--- src/design/sfmx_pkg.sv ---
package sfmx_pkg;

	localparam int MAX_CLASSES = 32;
	localparam int IDX_W = $clog2(MAX_CLASSES);
	localparam int CNT_W = $clog2(MAX_CLASSES + 1);
	localparam int ADDR_W = IDX_W + 1;
	localparam int RAM_DEPTH = 2 * (1 << IDX_W);
	localparam int SUM_W = $clog2(MAX_CLASSES * 65536 + 1);
	localparam int EXP_BITS = 15;
	localparam int EXP_LIMIT = 16384;
	localparam int E_W = 17;
	localparam int NUM_W = E_W + 16;
	localparam int DIV_STEPS = NUM_W;
	localparam int MUL_LAST = 5;
	localparam logic [63:0] Q62_ONE = 64'd1 << 62;

	typedef logic [63:0] exp_tab_t [EXP_BITS];

	function automatic logic [63:0] mul_q62(input logic [63:0] a, input logic [63:0] b);
		logic [127:0] prod;
		prod = {64'd0, a} * {64'd0, b};
		prod = prod + (128'd1 << 61);
		return prod[125:62];
	endfunction

	function automatic exp_tab_t build_exp_tab();
		logic [63:0] term;
		logic [63:0] acc;
		exp_tab_t tab;
		term = Q62_ONE;
		acc = Q62_ONE;
		term = (term >> 10) / 64'd1;
		acc = acc - term;
		term = (term >> 10) / 64'd2;
		acc = acc + term;
		term = (term >> 10) / 64'd3;
		acc = acc - term;
		term = (term >> 10) / 64'd4;
		acc = acc + term;
		term = (term >> 10) / 64'd5;
		acc = acc - term;
		term = (term >> 10) / 64'd6;
		acc = acc + term;
		term = (term >> 10) / 64'd7;
		acc = acc - term;
		term = (term >> 10) / 64'd8;
		acc = acc + term;
		tab[0] = acc;
		for (int i = 1; i < EXP_BITS; i++) begin
			tab[i] = mul_q62(tab[i-1], tab[i-1]);
		end
		return tab;
	endfunction

	localparam exp_tab_t EXP_TAB = build_exp_tab();

	typedef struct packed {
		logic bank;
		logic [CNT_W-1:0] count;
		logic signed [15:0] peak;
	} job_t;

	typedef struct packed {
		logic valid;
		logic bank;
	} release_t;

	typedef enum logic [1:0] {EX_IDLE, EX_SCAN, EX_MUL, EX_DONE} ex_state_t;

	typedef enum logic [2:0] {BK_IDLE, BK_READ, BK_WAIT, BK_EXP, BK_DIV, BK_OUT} bk_state_t;

endpackage

--- src/design/sfmx_ram.sv ---
module sfmx_ram #(
	parameter int WIDTH = 16,
	parameter int DEPTH = 64
) (
	input  logic                     clk,
	input  logic                     wr_en,
	input  logic [$clog2(DEPTH)-1:0] wr_addr,
	input  logic [WIDTH-1:0]         wr_data,
	input  logic [$clog2(DEPTH)-1:0] rd_addr,
	output logic [WIDTH-1:0]         rd_data
);

	logic [WIDTH-1:0] mem_q [DEPTH];

	always_ff @(posedge clk) begin
		if (wr_en) begin
			mem_q[wr_addr] <= wr_data;
		end
		rd_data <= mem_q[rd_addr];
	end

endmodule

--- src/design/sfmx_queue.sv ---
module sfmx_queue (
	input  logic           clk,
	input  logic           arst_n,
	input  logic           push,
	input  sfmx_pkg::job_t job_in,
	input  logic           pop,
	output sfmx_pkg::job_t job_out,
	output logic           full,
	output logic           empty
);

	sfmx_pkg::job_t slot_q [2];
	logic wr_ptr_q;
	logic rd_ptr_q;
	logic [1:0] level_q;

	assign full = level_q == 2'd2;
	assign empty = level_q == 2'd0;
	assign job_out = slot_q[rd_ptr_q];

	always_ff @(posedge clk) begin
		if (push) begin
			slot_q[wr_ptr_q] <= job_in;
		end
	end

	always_ff @(posedge clk or negedge arst_n) begin
		if (!arst_n) begin
			wr_ptr_q <= 1'b0;
			rd_ptr_q <= 1'b0;
			level_q <= 2'd0;
		end else begin
			if (push) begin
				wr_ptr_q <= ~wr_ptr_q;
			end
			if (pop) begin
				rd_ptr_q <= ~rd_ptr_q;
			end
			if (push && !pop) begin
				level_q <= level_q + 2'd1;
			end else if (pop && !push) begin
				level_q <= level_q - 2'd1;
			end
		end
	end

endmodule

--- src/design/sfmx_front.sv ---
module sfmx_front (
	input  logic                         clk,
	input  logic                         arst_n,
	input  logic signed [15:0]           score,
	input  logic                         last_in,
	input  logic                         score_valid,
	output logic                         score_stall,
	output logic                         wr_en,
	output logic [sfmx_pkg::ADDR_W-1:0]  wr_addr,
	output logic [15:0]                  wr_data,
	output logic                         push,
	output sfmx_pkg::job_t               job,
	input  logic                         queue_full,
	input  sfmx_pkg::release_t           rel
);

	logic bank_q;
	logic [1:0] busy_q;
	logic [1:0] busy_d;
	logic [sfmx_pkg::CNT_W-1:0] count_q;
	logic signed [15:0] peak_q;
	logic accept;
	logic room;
	logic [sfmx_pkg::CNT_W-1:0] count_n;
	logic signed [15:0] peak_n;

	assign score_stall = busy_q[bank_q] || queue_full;
	assign accept = score_valid && !score_stall;
	assign room = count_q < sfmx_pkg::CNT_W'(sfmx_pkg::MAX_CLASSES);
	assign count_n = room ? count_q + 1'b1 : count_q;
	assign peak_n = (room && score > peak_q) ? score : peak_q;

	assign wr_en = accept && room;
	assign wr_addr = {bank_q, count_q[sfmx_pkg::IDX_W-1:0]};
	assign wr_data = score;
	assign push = accept && last_in;
	assign job = '{bank: bank_q, count: count_n, peak: peak_n};

	always_comb begin
		busy_d = busy_q;
		if (rel.valid) begin
			busy_d[rel.bank] = 1'b0;
		end
		if (accept && last_in) begin
			busy_d[bank_q] = 1'b1;
		end
	end

	always_ff @(posedge clk or negedge arst_n) begin
		if (!arst_n) begin
			bank_q <= 1'b0;
			busy_q <= 2'b00;
			count_q <= '0;
			peak_q <= 16'sh8000;
		end else begin
			busy_q <= busy_d;
			if (accept) begin
				if (last_in) begin
					bank_q <= ~bank_q;
					count_q <= '0;
					peak_q <= 16'sh8000;
				end else begin
					count_q <= count_n;
					peak_q <= peak_n;
				end
			end
		end
	end

endmodule

--- src/design/sfmx_exp.sv ---
module sfmx_exp (
	input  logic        clk,
	input  logic        arst_n,
	input  logic        start,
	input  logic [15:0] delta,
	output logic        done,
	output logic [sfmx_pkg::E_W-1:0] e
);

	sfmx_pkg::ex_state_t state_q, state_d;
	logic [15:0] n_q;
	logic [63:0] p_q;
	logic [3:0] k_q;
	logic [2:0] c_q;
	logic [127:0] acc_q;
	logic [63:0] prod_q;
	logic [1:0] sh_q;
	logic zero_q;
	logic [63:0] tab_word;
	logic [31:0] a_part;
	logic [31:0] b_part;
	logic [127:0] shifted;
	logic [127:0] round62;
	logic [63:0] round46;
	logic scan_end;

	assign scan_end = k_q == 4'(sfmx_pkg::EXP_BITS);
	assign tab_word = sfmx_pkg::EXP_TAB[k_q];
	assign a_part = c_q[1] ? p_q[63:32] : p_q[31:0];
	assign b_part = (c_q[1:0] == 2'd1 || c_q[1:0] == 2'd3) ? tab_word[63:32] : tab_word[31:0];
	assign round62 = acc_q + (128'd1 << 61);
	assign round46 = p_q + (64'd1 << 45);

	always_comb begin
		unique case (sh_q)
			2'd0: shifted = {64'd0, prod_q};
			2'd1, 2'd2: shifted = {32'd0, prod_q, 32'd0};
			default: shifted = {prod_q, 64'd0};
		endcase
	end

	always_comb begin
		state_d = state_q;
		unique case (state_q)
			sfmx_pkg::EX_IDLE: begin
				if (start) begin
					state_d = (delta > 16'(sfmx_pkg::EXP_LIMIT)) ? sfmx_pkg::EX_DONE
						: sfmx_pkg::EX_SCAN;
				end
			end
			sfmx_pkg::EX_SCAN: begin
				if (scan_end) begin
					state_d = sfmx_pkg::EX_DONE;
				end else if (n_q[k_q]) begin
					state_d = sfmx_pkg::EX_MUL;
				end
			end
			sfmx_pkg::EX_MUL: begin
				if (c_q == 3'(sfmx_pkg::MUL_LAST)) begin
					state_d = sfmx_pkg::EX_SCAN;
				end
			end
			default: state_d = sfmx_pkg::EX_IDLE;
		endcase
	end

	always_comb begin
		done = state_q == sfmx_pkg::EX_DONE;
		e = zero_q ? '0 : round46[62:46];
	end

	always_ff @(posedge clk or negedge arst_n) begin
		if (!arst_n) begin
			state_q <= sfmx_pkg::EX_IDLE;
			c_q <= '0;
		end else begin
			state_q <= state_d;
			if (state_q == sfmx_pkg::EX_MUL) begin
				c_q <= c_q + 3'd1;
			end else begin
				c_q <= '0;
			end
		end
	end

	always_ff @(posedge clk) begin
		unique case (state_q)
			sfmx_pkg::EX_IDLE: begin
				if (start) begin
					n_q <= delta;
					p_q <= sfmx_pkg::Q62_ONE;
					k_q <= '0;
					zero_q <= delta > 16'(sfmx_pkg::EXP_LIMIT);
				end
			end
			sfmx_pkg::EX_SCAN: begin
				if (!scan_end) begin
					if (n_q[k_q]) begin
						acc_q <= '0;
					end else begin
						k_q <= k_q + 4'd1;
					end
				end
			end
			sfmx_pkg::EX_MUL: begin
				if (c_q < 3'd4) begin
					prod_q <= {32'd0, a_part} * {32'd0, b_part};
					sh_q <= c_q[1:0];
				end
				if (c_q >= 3'd1 && c_q <= 3'd4) begin
					acc_q <= acc_q + shifted;
				end
				if (c_q == 3'(sfmx_pkg::MUL_LAST)) begin
					p_q <= round62[125:62];
					k_q <= k_q + 4'd1;
				end
			end
			default: begin
			end
		endcase
	end

endmodule

--- src/design/sfmx_back.sv ---
module sfmx_back (
	input  logic                        clk,
	input  logic                        arst_n,
	input  logic                        job_valid,
	input  sfmx_pkg::job_t              job,
	output logic                        job_pop,
	output logic [sfmx_pkg::ADDR_W-1:0] rd_addr,
	input  logic [15:0]                 rd_data,
	output sfmx_pkg::release_t          rel,
	output logic [4:0]                  class_index,
	output logic [15:0]                 probability,
	output logic                        last_out,
	output logic                        prob_valid,
	input  logic                        prob_stall
);

	sfmx_pkg::bk_state_t state_q, state_d;
	sfmx_pkg::job_t job_q;
	logic [sfmx_pkg::CNT_W-1:0] idx_q;
	logic pass_q;
	logic [sfmx_pkg::SUM_W-1:0] sum_q;
	logic [sfmx_pkg::SUM_W-1:0] rem_q;
	logic [sfmx_pkg::NUM_W-1:0] num_q;
	logic [5:0] dcnt_q;
	logic exp_start;
	logic exp_done;
	logic [sfmx_pkg::E_W-1:0] exp_e;
	logic [16:0] diff;
	logic [sfmx_pkg::SUM_W:0] trial;
	logic fits;
	logic is_last;
	logic out_free;
	logic [15:0] quot;

	assign diff = {job_q.peak[15], job_q.peak} - {rd_data[15], rd_data};
	assign trial = {rem_q, num_q[sfmx_pkg::NUM_W-1]};
	assign fits = trial >= {1'b0, sum_q};
	assign is_last = idx_q == job_q.count - 1'b1;
	assign out_free = !prob_valid || !prob_stall;
	assign quot = (num_q[sfmx_pkg::NUM_W-1:16] != '0) ? 16'hFFFF : num_q[15:0];
	assign rd_addr = {job_q.bank, idx_q[sfmx_pkg::IDX_W-1:0]};

	sfmx_exp u_exp (
		.clk    (clk),
		.arst_n (arst_n),
		.start  (exp_start),
		.delta  (diff[15:0]),
		.done   (exp_done),
		.e      (exp_e)
	);

	always_comb begin
		state_d = state_q;
		unique case (state_q)
			sfmx_pkg::BK_IDLE: begin
				if (job_valid) begin
					state_d = sfmx_pkg::BK_READ;
				end
			end
			sfmx_pkg::BK_READ: state_d = sfmx_pkg::BK_WAIT;
			sfmx_pkg::BK_WAIT: state_d = sfmx_pkg::BK_EXP;
			sfmx_pkg::BK_EXP: begin
				if (exp_done) begin
					state_d = pass_q ? sfmx_pkg::BK_DIV : sfmx_pkg::BK_READ;
				end
			end
			sfmx_pkg::BK_DIV: begin
				if (dcnt_q == 6'(sfmx_pkg::DIV_STEPS - 1)) begin
					state_d = sfmx_pkg::BK_OUT;
				end
			end
			sfmx_pkg::BK_OUT: begin
				if (out_free) begin
					state_d = is_last ? sfmx_pkg::BK_IDLE : sfmx_pkg::BK_READ;
				end
			end
			default: state_d = sfmx_pkg::BK_IDLE;
		endcase
	end

	always_comb begin
		job_pop = state_q == sfmx_pkg::BK_IDLE && job_valid;
		exp_start = state_q == sfmx_pkg::BK_WAIT;
		rel.valid = state_q == sfmx_pkg::BK_OUT && out_free && is_last;
		rel.bank = job_q.bank;
	end

	always_ff @(posedge clk or negedge arst_n) begin
		if (!arst_n) begin
			state_q <= sfmx_pkg::BK_IDLE;
			prob_valid <= 1'b0;
		end else begin
			state_q <= state_d;
			if (state_q == sfmx_pkg::BK_OUT && out_free) begin
				prob_valid <= 1'b1;
			end else if (!prob_stall) begin
				prob_valid <= 1'b0;
			end
		end
	end

	always_ff @(posedge clk) begin
		unique case (state_q)
			sfmx_pkg::BK_IDLE: begin
				if (job_valid) begin
					job_q <= job;
					idx_q <= '0;
					pass_q <= 1'b0;
					sum_q <= '0;
				end
			end
			sfmx_pkg::BK_EXP: begin
				if (exp_done) begin
					if (!pass_q) begin
						sum_q <= sum_q + sfmx_pkg::SUM_W'(exp_e);
						if (is_last) begin
							pass_q <= 1'b1;
							idx_q <= '0;
						end else begin
							idx_q <= idx_q + 1'b1;
						end
					end else begin
						rem_q <= '0;
						num_q <= {exp_e, 16'd0};
						dcnt_q <= '0;
					end
				end
			end
			sfmx_pkg::BK_DIV: begin
				rem_q <= fits ? sfmx_pkg::SUM_W'(trial - {1'b0, sum_q})
					: trial[sfmx_pkg::SUM_W-1:0];
				num_q <= {num_q[sfmx_pkg::NUM_W-2:0], fits};
				dcnt_q <= dcnt_q + 6'd1;
			end
			sfmx_pkg::BK_OUT: begin
				if (out_free) begin
					class_index <= 5'(idx_q);
					probability <= quot;
					last_out <= is_last;
					idx_q <= idx_q + 1'b1;
				end
			end
			default: begin
			end
		endcase
	end

endmodule

--- src/design/softmax_probability_unit.sv ---
// Scores are taken one per cycle while score_stall is low; the request marked last closes a set of n classes.
// Each stored score is walked twice, once for the sum and once for the divide. A walk
// reads the score and takes the exponential of its distance to the maximum, with one
// multiply for each set bit of the distance, or gives zero when the distance exceeds
// 16384; in the divide walk each class is then divided and output. Two banks let the next set load.
// Reset is asynchronous and active low; it empties the set, the queue and the output.
module softmax_probability_unit (
	input  logic               clk,
	input  logic               arst_n,
	input  logic signed [15:0] score,
	input  logic               last_in,
	input  logic               score_valid,
	output logic               score_stall,
	output logic [4:0]         class_index,
	output logic [15:0]        probability,
	output logic               last_out,
	output logic               prob_valid,
	input  logic               prob_stall
);

	logic wr_en;
	logic [sfmx_pkg::ADDR_W-1:0] wr_addr;
	logic [15:0] wr_data;
	logic [sfmx_pkg::ADDR_W-1:0] rd_addr;
	logic [15:0] rd_data;
	logic push;
	logic pop;
	logic queue_full;
	logic queue_empty;
	sfmx_pkg::job_t job_in;
	sfmx_pkg::job_t job_out;
	sfmx_pkg::release_t rel;

	sfmx_front u_front (
		.clk         (clk),
		.arst_n      (arst_n),
		.score       (score),
		.last_in     (last_in),
		.score_valid (score_valid),
		.score_stall (score_stall),
		.wr_en       (wr_en),
		.wr_addr     (wr_addr),
		.wr_data     (wr_data),
		.push        (push),
		.job         (job_in),
		.queue_full  (queue_full),
		.rel         (rel)
	);

	sfmx_ram #(
		.WIDTH (16),
		.DEPTH (sfmx_pkg::RAM_DEPTH)
	) u_ram (
		.clk     (clk),
		.wr_en   (wr_en),
		.wr_addr (wr_addr),
		.wr_data (wr_data),
		.rd_addr (rd_addr),
		.rd_data (rd_data)
	);

	sfmx_queue u_queue (
		.clk     (clk),
		.arst_n  (arst_n),
		.push    (push),
		.job_in  (job_in),
		.pop     (pop),
		.job_out (job_out),
		.full    (queue_full),
		.empty   (queue_empty)
	);

	sfmx_back u_back (
		.clk         (clk),
		.arst_n      (arst_n),
		.job_valid   (!queue_empty),
		.job         (job_out),
		.job_pop     (pop),
		.rd_addr     (rd_addr),
		.rd_data     (rd_data),
		.rel         (rel),
		.class_index (class_index),
		.probability (probability),
		.last_out    (last_out),
		.prob_valid  (prob_valid),
		.prob_stall  (prob_stall)
	);

endmodule

--- config.mk ---
export PLATFORM = sky130hd
export DESIGN_NAME = softmax_probability_unit
export DESIGN_NICKNAME = d
export VERILOG_FILES = /design/src/design/sfmx_pkg.sv /design/src/design/sfmx_ram.sv /design/src/design/sfmx_queue.sv /design/src/design/sfmx_front.sv /design/src/design/sfmx_exp.sv /design/src/design/sfmx_back.sv /design/src/design/softmax_probability_unit.sv
export SDC_FILE = /design/constraint.sdc
export NUM_CORES = 2
export LEC_CHECK = 0
export ABC_AREA = 0
export BUFFER_PORTS_ARGS = -buffer_cell sky130_fd_sc_hd__buf_2
export CORE_MARGIN = 3
export CORE_UTILIZATION = 60
export CTS_CLUSTER_DIAMETER = 150
export DETAILED_ROUTE_END_ITERATION = 8
export GPL_TIMING_DRIVEN = 0
export PLACE_DENSITY = 0.76
export SKIP_CTS_REPAIR_TIMING = 1
export SLEW_MARGIN = 25
export SYNTH_ARGS = -nofsm -noshare
export SYNTH_HDL_FRONTEND = slang
export SYNTH_SLANG_ARGS = --single-unit
export TNS_END_PERCENT = 20
--- constraint.sdc ---
create_clock -name clk -period 16.65 [get_ports clk]
set_clock_uncertainty 0.05 [all_clocks]
set_input_delay 1.665 -clock clk [delete_from_list [all_inputs] [get_ports clk]]
set_output_delay 1.665 -clock clk [all_outputs]
set_load 0.01 [all_outputs]
# Yosys cells after proc, flatten, opt, wreduce, memory -nomap -nowiden

Memories as Yosys holds them, arrays and structs flattened. A register that Yosys moved wholly into a read port is not among the register bits.
Cells that the tools add are included.

Memories: 3
Word-level logic and storage cells: 224
Output and inout bits: 24
Flip-flop bits (word level): 429
ROM bits: 1024
Bits in writable memories: 1070
Bits of input ports: 21

Memory list:

| name            | words | bits a word | rd ports | clocked after Yosys merged registers in | wr ports | RTL line         | RTL |
|---|---|---|---|---|---|---|---|
| (no name shown) | 16    | 64          | 1        | 0                                       | 0        | sfmx_exp.sv:28   | `assign tab_word = sfmx_pkg::EXP_TAB[k_q];` |
| u_ram.mem_q     | 64    | 16          | 1        | 1                                       | 1        | sfmx_ram.sv:13   | `logic [WIDTH-1:0] mem_q [DEPTH];` |
| u_queue.slot_q  | 2     | 23          | 1        | 1                                       | 1        | sfmx_queue.sv:12 | `sfmx_pkg::job_t slot_q [2];` |

Bitwise gates (word level): 8
Mux-type cells: 79
Order comparisons: 13
$add $sub $neg: 14
Reduce and logical (&&, ||, !) cells: 48
Eq/ne operators: 31
$mul: 1

Operators by type and width:

| cell                       | count |
|---|---|
| $pmux W128 S2              | 2 |
| $mux W128                  | 3 |
| $mux W64                   | 4 |
| $mux W22                   | 6 |
| $add A128 B128 Y128        | 1 |
| $pmux W64 S2               | 1 |
| $add A126 B62 Y126 const B | 1 |
| $pmux W22 S2               | 2 |
| $mux W33                   | 2 |
| $pmux W33 S2               | 1 |
| $mul A32 B32 Y64           | 1 |
| $mux W32                   | 2 |
| $add A63 B46 Y63 const B   | 1 |
| $mux W6                    | 9 |
| $mux W16                   | 2 |
| $ge A23 B22 Y1             | 1 |
| $add A22 B17 Y22           | 1 |
| $sub A22 B22 Y22           | 1 |
| $add A6 B1 Y6 const B      | 3 |
| $mux W2                    | 9 |
| $mux W3                    | 6 |
| $pmux W3 S6                | 1 |
| $pmux W6 S3                | 1 |
| $mux W17                   | 1 |
| other kinds (53)           | 132 |

# Longest topological paths before layout

Depth after elaboration: 10
Depth in mapped cells: 42
Gate-level depth less buffers: 37

# By module

Synthesis repeated with hierarchy kept, for this count alone.

Cell total of the unflattened synthesis: 9270
Area total of the unflattened synthesis: 107623.2 um^2

By module, submodules not included:

| module                   | cells each | seq. area each (um^2) | area an instance (um^2) | times used |
|---|---|---|---|---|
| sfmx_exp                 | 6332       | 8443.1                | 54969.0                 | 1 |
| sfmx_ram                 | 1829       | 31069.8               | 40042.2                 | 1 |
| sfmx_back                | 745        | 4154.0                | 8333.0                  | 1 |
| sfmx_front               | 275        | 626.9                 | 2326.0                  | 1 |
| sfmx_queue               | 88         | 1481.4                | 1949.4                  | 1 |
| softmax_probability_unit | 1          | 0.0                   | 3.8                     | 1 |

# Worst setup path before layout

OpenSTA, ideal clock, no wires.

Kind: register to register
Start: register u_back.u_exp.c_q[1]
End: register u_back.u_exp.acc_q[0] (enable)
Data required time: 15.802 ns
Cell stages (with the launch flop): 8
Setup time: 0.798 ns
Period minus slack after synthesis: 11.647 ns
Buffers on the path: 3
Data arrival time: 10.798 ns
Slack: 5.003 ns
Cell sequence: dfrtp_1 > clkbuf_1 > clkbuf_1 > buf_1 > nor3_1 > nor2_1 > a21oi_1 > a211oi_1

Cells in the longest elaborated chain, start to end: 4
Elaborated cells on any way between the ends: 5
Those cells by class: 2 x order compare; 1 x eq/ne; 2 x reduce/logical

Ends and longest elaborated chain:

| element                                             | RTL line        | RTL |
|---|---|---|
| from (decl)                                         | sfmx_exp.sv:14  | `logic [2:0] c_q;` |
| from (signal assigned)                              | sfmx_exp.sv:79  | `c_q <= c_q + 3'd1;` |
| $ge A3 B1 Y1 / $le A3 B3 Y1 (equally long branches) | sfmx_exp.sv:110 | `if (c_q >= 3'd1 && c_q <= 3'd4) begin` |
| $logic_and A1 B1 Y1 (*)                             | sfmx_exp.sv:110 |  |
| $ne A2 B1 Y1 (no source line) (*)                   | n/a             |  |
| $reduce_and A4 Y1 (no source line) (*)              | n/a             |  |
| to (signal assigned)                                | sfmx_exp.sv:111 | `acc_q <= acc_q + shifted;` |
| to (decl)                                           | sfmx_exp.sv:15  | `logic [127:0] acc_q;` |

Mark *: on every way between the ends. The rest lies on a longest branch, timed or not.
A chain may end at the register's enable or synchronous reset.

# Worst setup path after layout

Start: register u_back.u_exp.c_q[1]
End: register u_back.u_exp.prod_q[63] (data pin)

Cells in the longest elaborated chain, start to end: 4
Elaborated cells on any way between the ends: 6
Those cells by class: 1 x mul; 2 x eq/ne; 2 x mux; 1 x reduce/logical

Ends and longest elaborated chain:

| element                                             | RTL line        | RTL |
|---|---|---|
| $eq A2 B1 Y1 / $eq A2 B2 Y1 (equally long branches) | sfmx_exp.sv:30  | `assign b_part = (c_q[1:0] == 2'd1 \|\| c_q[1:0] == 2'd3) ? tab_word[63:32] : tab_word[31:0];` |
| $logic_or A1 B1 Y1                                  | sfmx_exp.sv:30  |  |
| $mux W32                                            | sfmx_exp.sv:30  |  |
| $mul A32 B32 Y64 (*)                                | sfmx_exp.sv:107 | `prod_q <= {32'd0, a_part} * {32'd0, b_part};` |
| to (signal assigned)                                | sfmx_exp.sv:107 |  |
| to (decl)                                           | sfmx_exp.sv:16  | `logic [63:0] prod_q;` |

Marks and branches as above.

==> reports/summary.txt <==
Initial core utilization = 0.606
Share of layout cells above drive strength 1 = 0.103
Clk sinks = 1536
H-tree Lvls = 4
RSZ-0062 raised after global routing = false
Critical Path Source Type = flop
Die area = 0.181 mm²
Initial antenna violation count = 21
Area Overhead vs Synth = 9.43%
R2R depth = 34
Post-synth cell types = 86
Area of placed instances = 0.111 mm²
Ys Warns = 0
Drt pass-1 iters = 6
Synth Area per Inst = 11.9 µm²
Global-route wire length before repair = 522 mm
Synth top area share = 0.421
Port bufs = 44
Worst-Skew Late Latency = 0.81 ns
DRT Wirelength = 358 mm
Seq/Total Area, Yosys = 0.433
Post-route ant nets = 0
Tcrit/Tclk final = 0.836
Number of synthesized register bits = 1536
Largest delay contributor family on the critical path = adder cells
Die W = 426 µm
Post-route design area = 0.116 mm²
Rel. slew slack = 0.151
CP max stage cell = a21oi_1
Vias per cell = 6.49
FF-to-FF Start = u_back.u_exp.c_q[1]
Synth top area cells = edfxtp_1 42%, fa_1 17%, mux4_2 7.3%
Largest net degree at the start of global routing = 68
Most common cell in the synthesized netlist = edfxtp_1
Gp weighted congestion = 1.04
DRC viols = 0
Grt ovf = 0
Tmin final = 13.92 ns
Final setup violation count = 0
# Max-Cap Violations = 0
Total GRT Usage = 0.401
Root Buffer = clkbuf_16
Drt wl/cell = 30.7 µm
Endpoint class of the critical path = flop
Yosys top cell by area = edfxtp_1
Syn Inst Count = 8885
Final #Nets = 10600
Vias in the first global route = 76000
Critical hold path startpoint = u_back.idx_q[2]
Worst min-delay path class = flop to flop
Crit Path Max Fanout = 10
Critical path type = flop to flop
Ys async rst share = 0.0247
Mapped Area = 0.106 mm²
Clk slew on worst S/H paths = 0.07 ns
Total core area = 0.175 mm²
Ys flop type = edfxtp_1
DP Cell Count = 11300
Rows = 153
CP most frequent cell = fa_1
Syn_nets = 10300
Post-Layout Cell Count = 11700
Hold path depth = 0
Final Hold Fails = 0
Stages on worst setup path = 34
Max-slew violations = 0
Die height = 426 µm
Estimated wirelength of the detail-placed design = 268 mm
CTS tree = built
CTS Buf Count = 151
Via count = 75600
Maximum root-to-sink buffer count = 3
Worst Setup SP = u_back.u_exp.c_q[1]
Crit path DAT = 14.42 ns
Ports = 45
Number of DRC markers in iteration 0 = 9188
Status = completed
CP Data Required Time = 17.14 ns
EDFF count, synth = 1482
Worst slew pin tran = 1.27 ns
CP max stage delay = 0.93 ns
Max Fclk = 71.8 MHz
Worst Path Buf+Inv = 11
Top cells by count, synth = 1482 x edfxtp_1, 1070 x nor2_1, 1021 x inv_1
cell families after synthesis:
kind of cell,Yosys count,share of synthesized area
AND/OR/NAND/NOR,2576,0.107
flip-flops,1536,0.433
buffers and inverters,1466,0.0523
adder cells (fa/ha/maj),1394,0.229
AO/OA/AOI/OAI,1147,0.0692
multiplexers,458,0.0844
XOR/XNOR,308,0.0255
through the flow:
step	util	hold WS (ns)	TNS [ns]	worst slack (ns)
3_5_place_dp	0.633	0.390	0	2.95
5_1_grt	0.663	0.421	0	2.33
2_1_floorplan	-	0.374	0	5.00
3_3_place_gp	0.624	0.386	-196.79	-1.59
6_report	0.663	0.410	0	2.73
4_1_cts	0.662	0.407	0	2.90
per-layer routing:
| layer | track usage | share of wire | up-vias |
|---|---|---|---|
| li1 | - | - | 31300 |
| met1 | 0.497 | 0.35 | 38100 |
| met2 | 0.638 | 0.47 | 5016 |
| met3 | 0.0780 | 0.094 | 1288 |
| met4 | 0.285 | 0.089 | 22 |
| met5 | 0 | 0.00045 | - |
state kept, by name (all words and copies together) (netlist names), 22 cells and up:
name	count
u_ram.mem_q	1024
u_back.u_exp.acc_q	126
u_back.u_exp.p_q	64
u_back.u_exp.prod_q	64
u_queue.slot_q	46
u_back.num_q	33
u_back.job_q	22
u_back.rem_q	22
u_back.sum_q	22
layout make-up:
| type | instances | area [µm²] |
|---|---|---|
| diodes | 26 | 65.1 |
| plain buffers | 445 | 1730 |
| clock buffers | 187 | 4020 |
| clock inverters | 93 | 1020 |
| fillers | 12700 | 58900 |
| inverters | 1021 | 3830 |
| multi-input cells | 5883 | 54900 |
| flip-flops and latches | 1536 | 45800 |
| well taps | 2325 | 2910 |
| repair buffers | 135 | 1480 |
worst reg2reg max path: cells and delay by family (launching register included):
family / cells / cell delay [ns]
fa+ha+maj: 10 / 4.82
buf+inv: 11 / 3.95
compound gates: 8 / 3.30
simple gates: 4 / 0.97
flops: 1 / 0.41
xor+xnor: 1 / 0.14
path summary, 6_finish.rpt:
check | slack (ns) | end
worst max register to register | 2.73 | u_back.u_exp.prod_q[63]
worst max-delay path | 2.73 | u_back.u_exp.prod_q[63]
worst min register to register | 0.41 | u_back.class_index[2]
max in group asynchronous | 15.27 | u_back.u_exp.c_q[2]
worst min-delay path | 0.41 | u_back.class_index[2]
min in group asynchronous | 0.81 | u_front.count_q[2]
cells in the final DEF (no fill, tap or decap), types with 44 or more instances in the layout:
cell	Yosys	routed
and3_1	49	48
clkbuf_16	0	154
clkbuf_1	376	397
o21bai_1	67	67
a22o_1	81	81
nand3_1	96	96
a21o_1	135	135
xor2_1	140	140
o21ai_0	226	226
nor2_1	1070	1000
nand2b_1	84	84
nor2_2	0	64
nor3_1	70	69
mux4_2	341	341
nor2b_1	44	44
inv_1	1021	1021
mux2_2	57	57
buf_6	0	44
mux2i_1	60	46
and2_1	132	132
o21a_1	54	54
buf_2	15	50
ha_1	494	494
fa_1	900	900
nand4_1	100	100
nand2_1	817	817
edfxtp_1	1482	1482
a21oi_1	372	366
xnor2_1	168	168
Power is left out: the tool's default activity adds up to more than one toggle a clock period on the data nets, which glitch-free logic cannot reach.
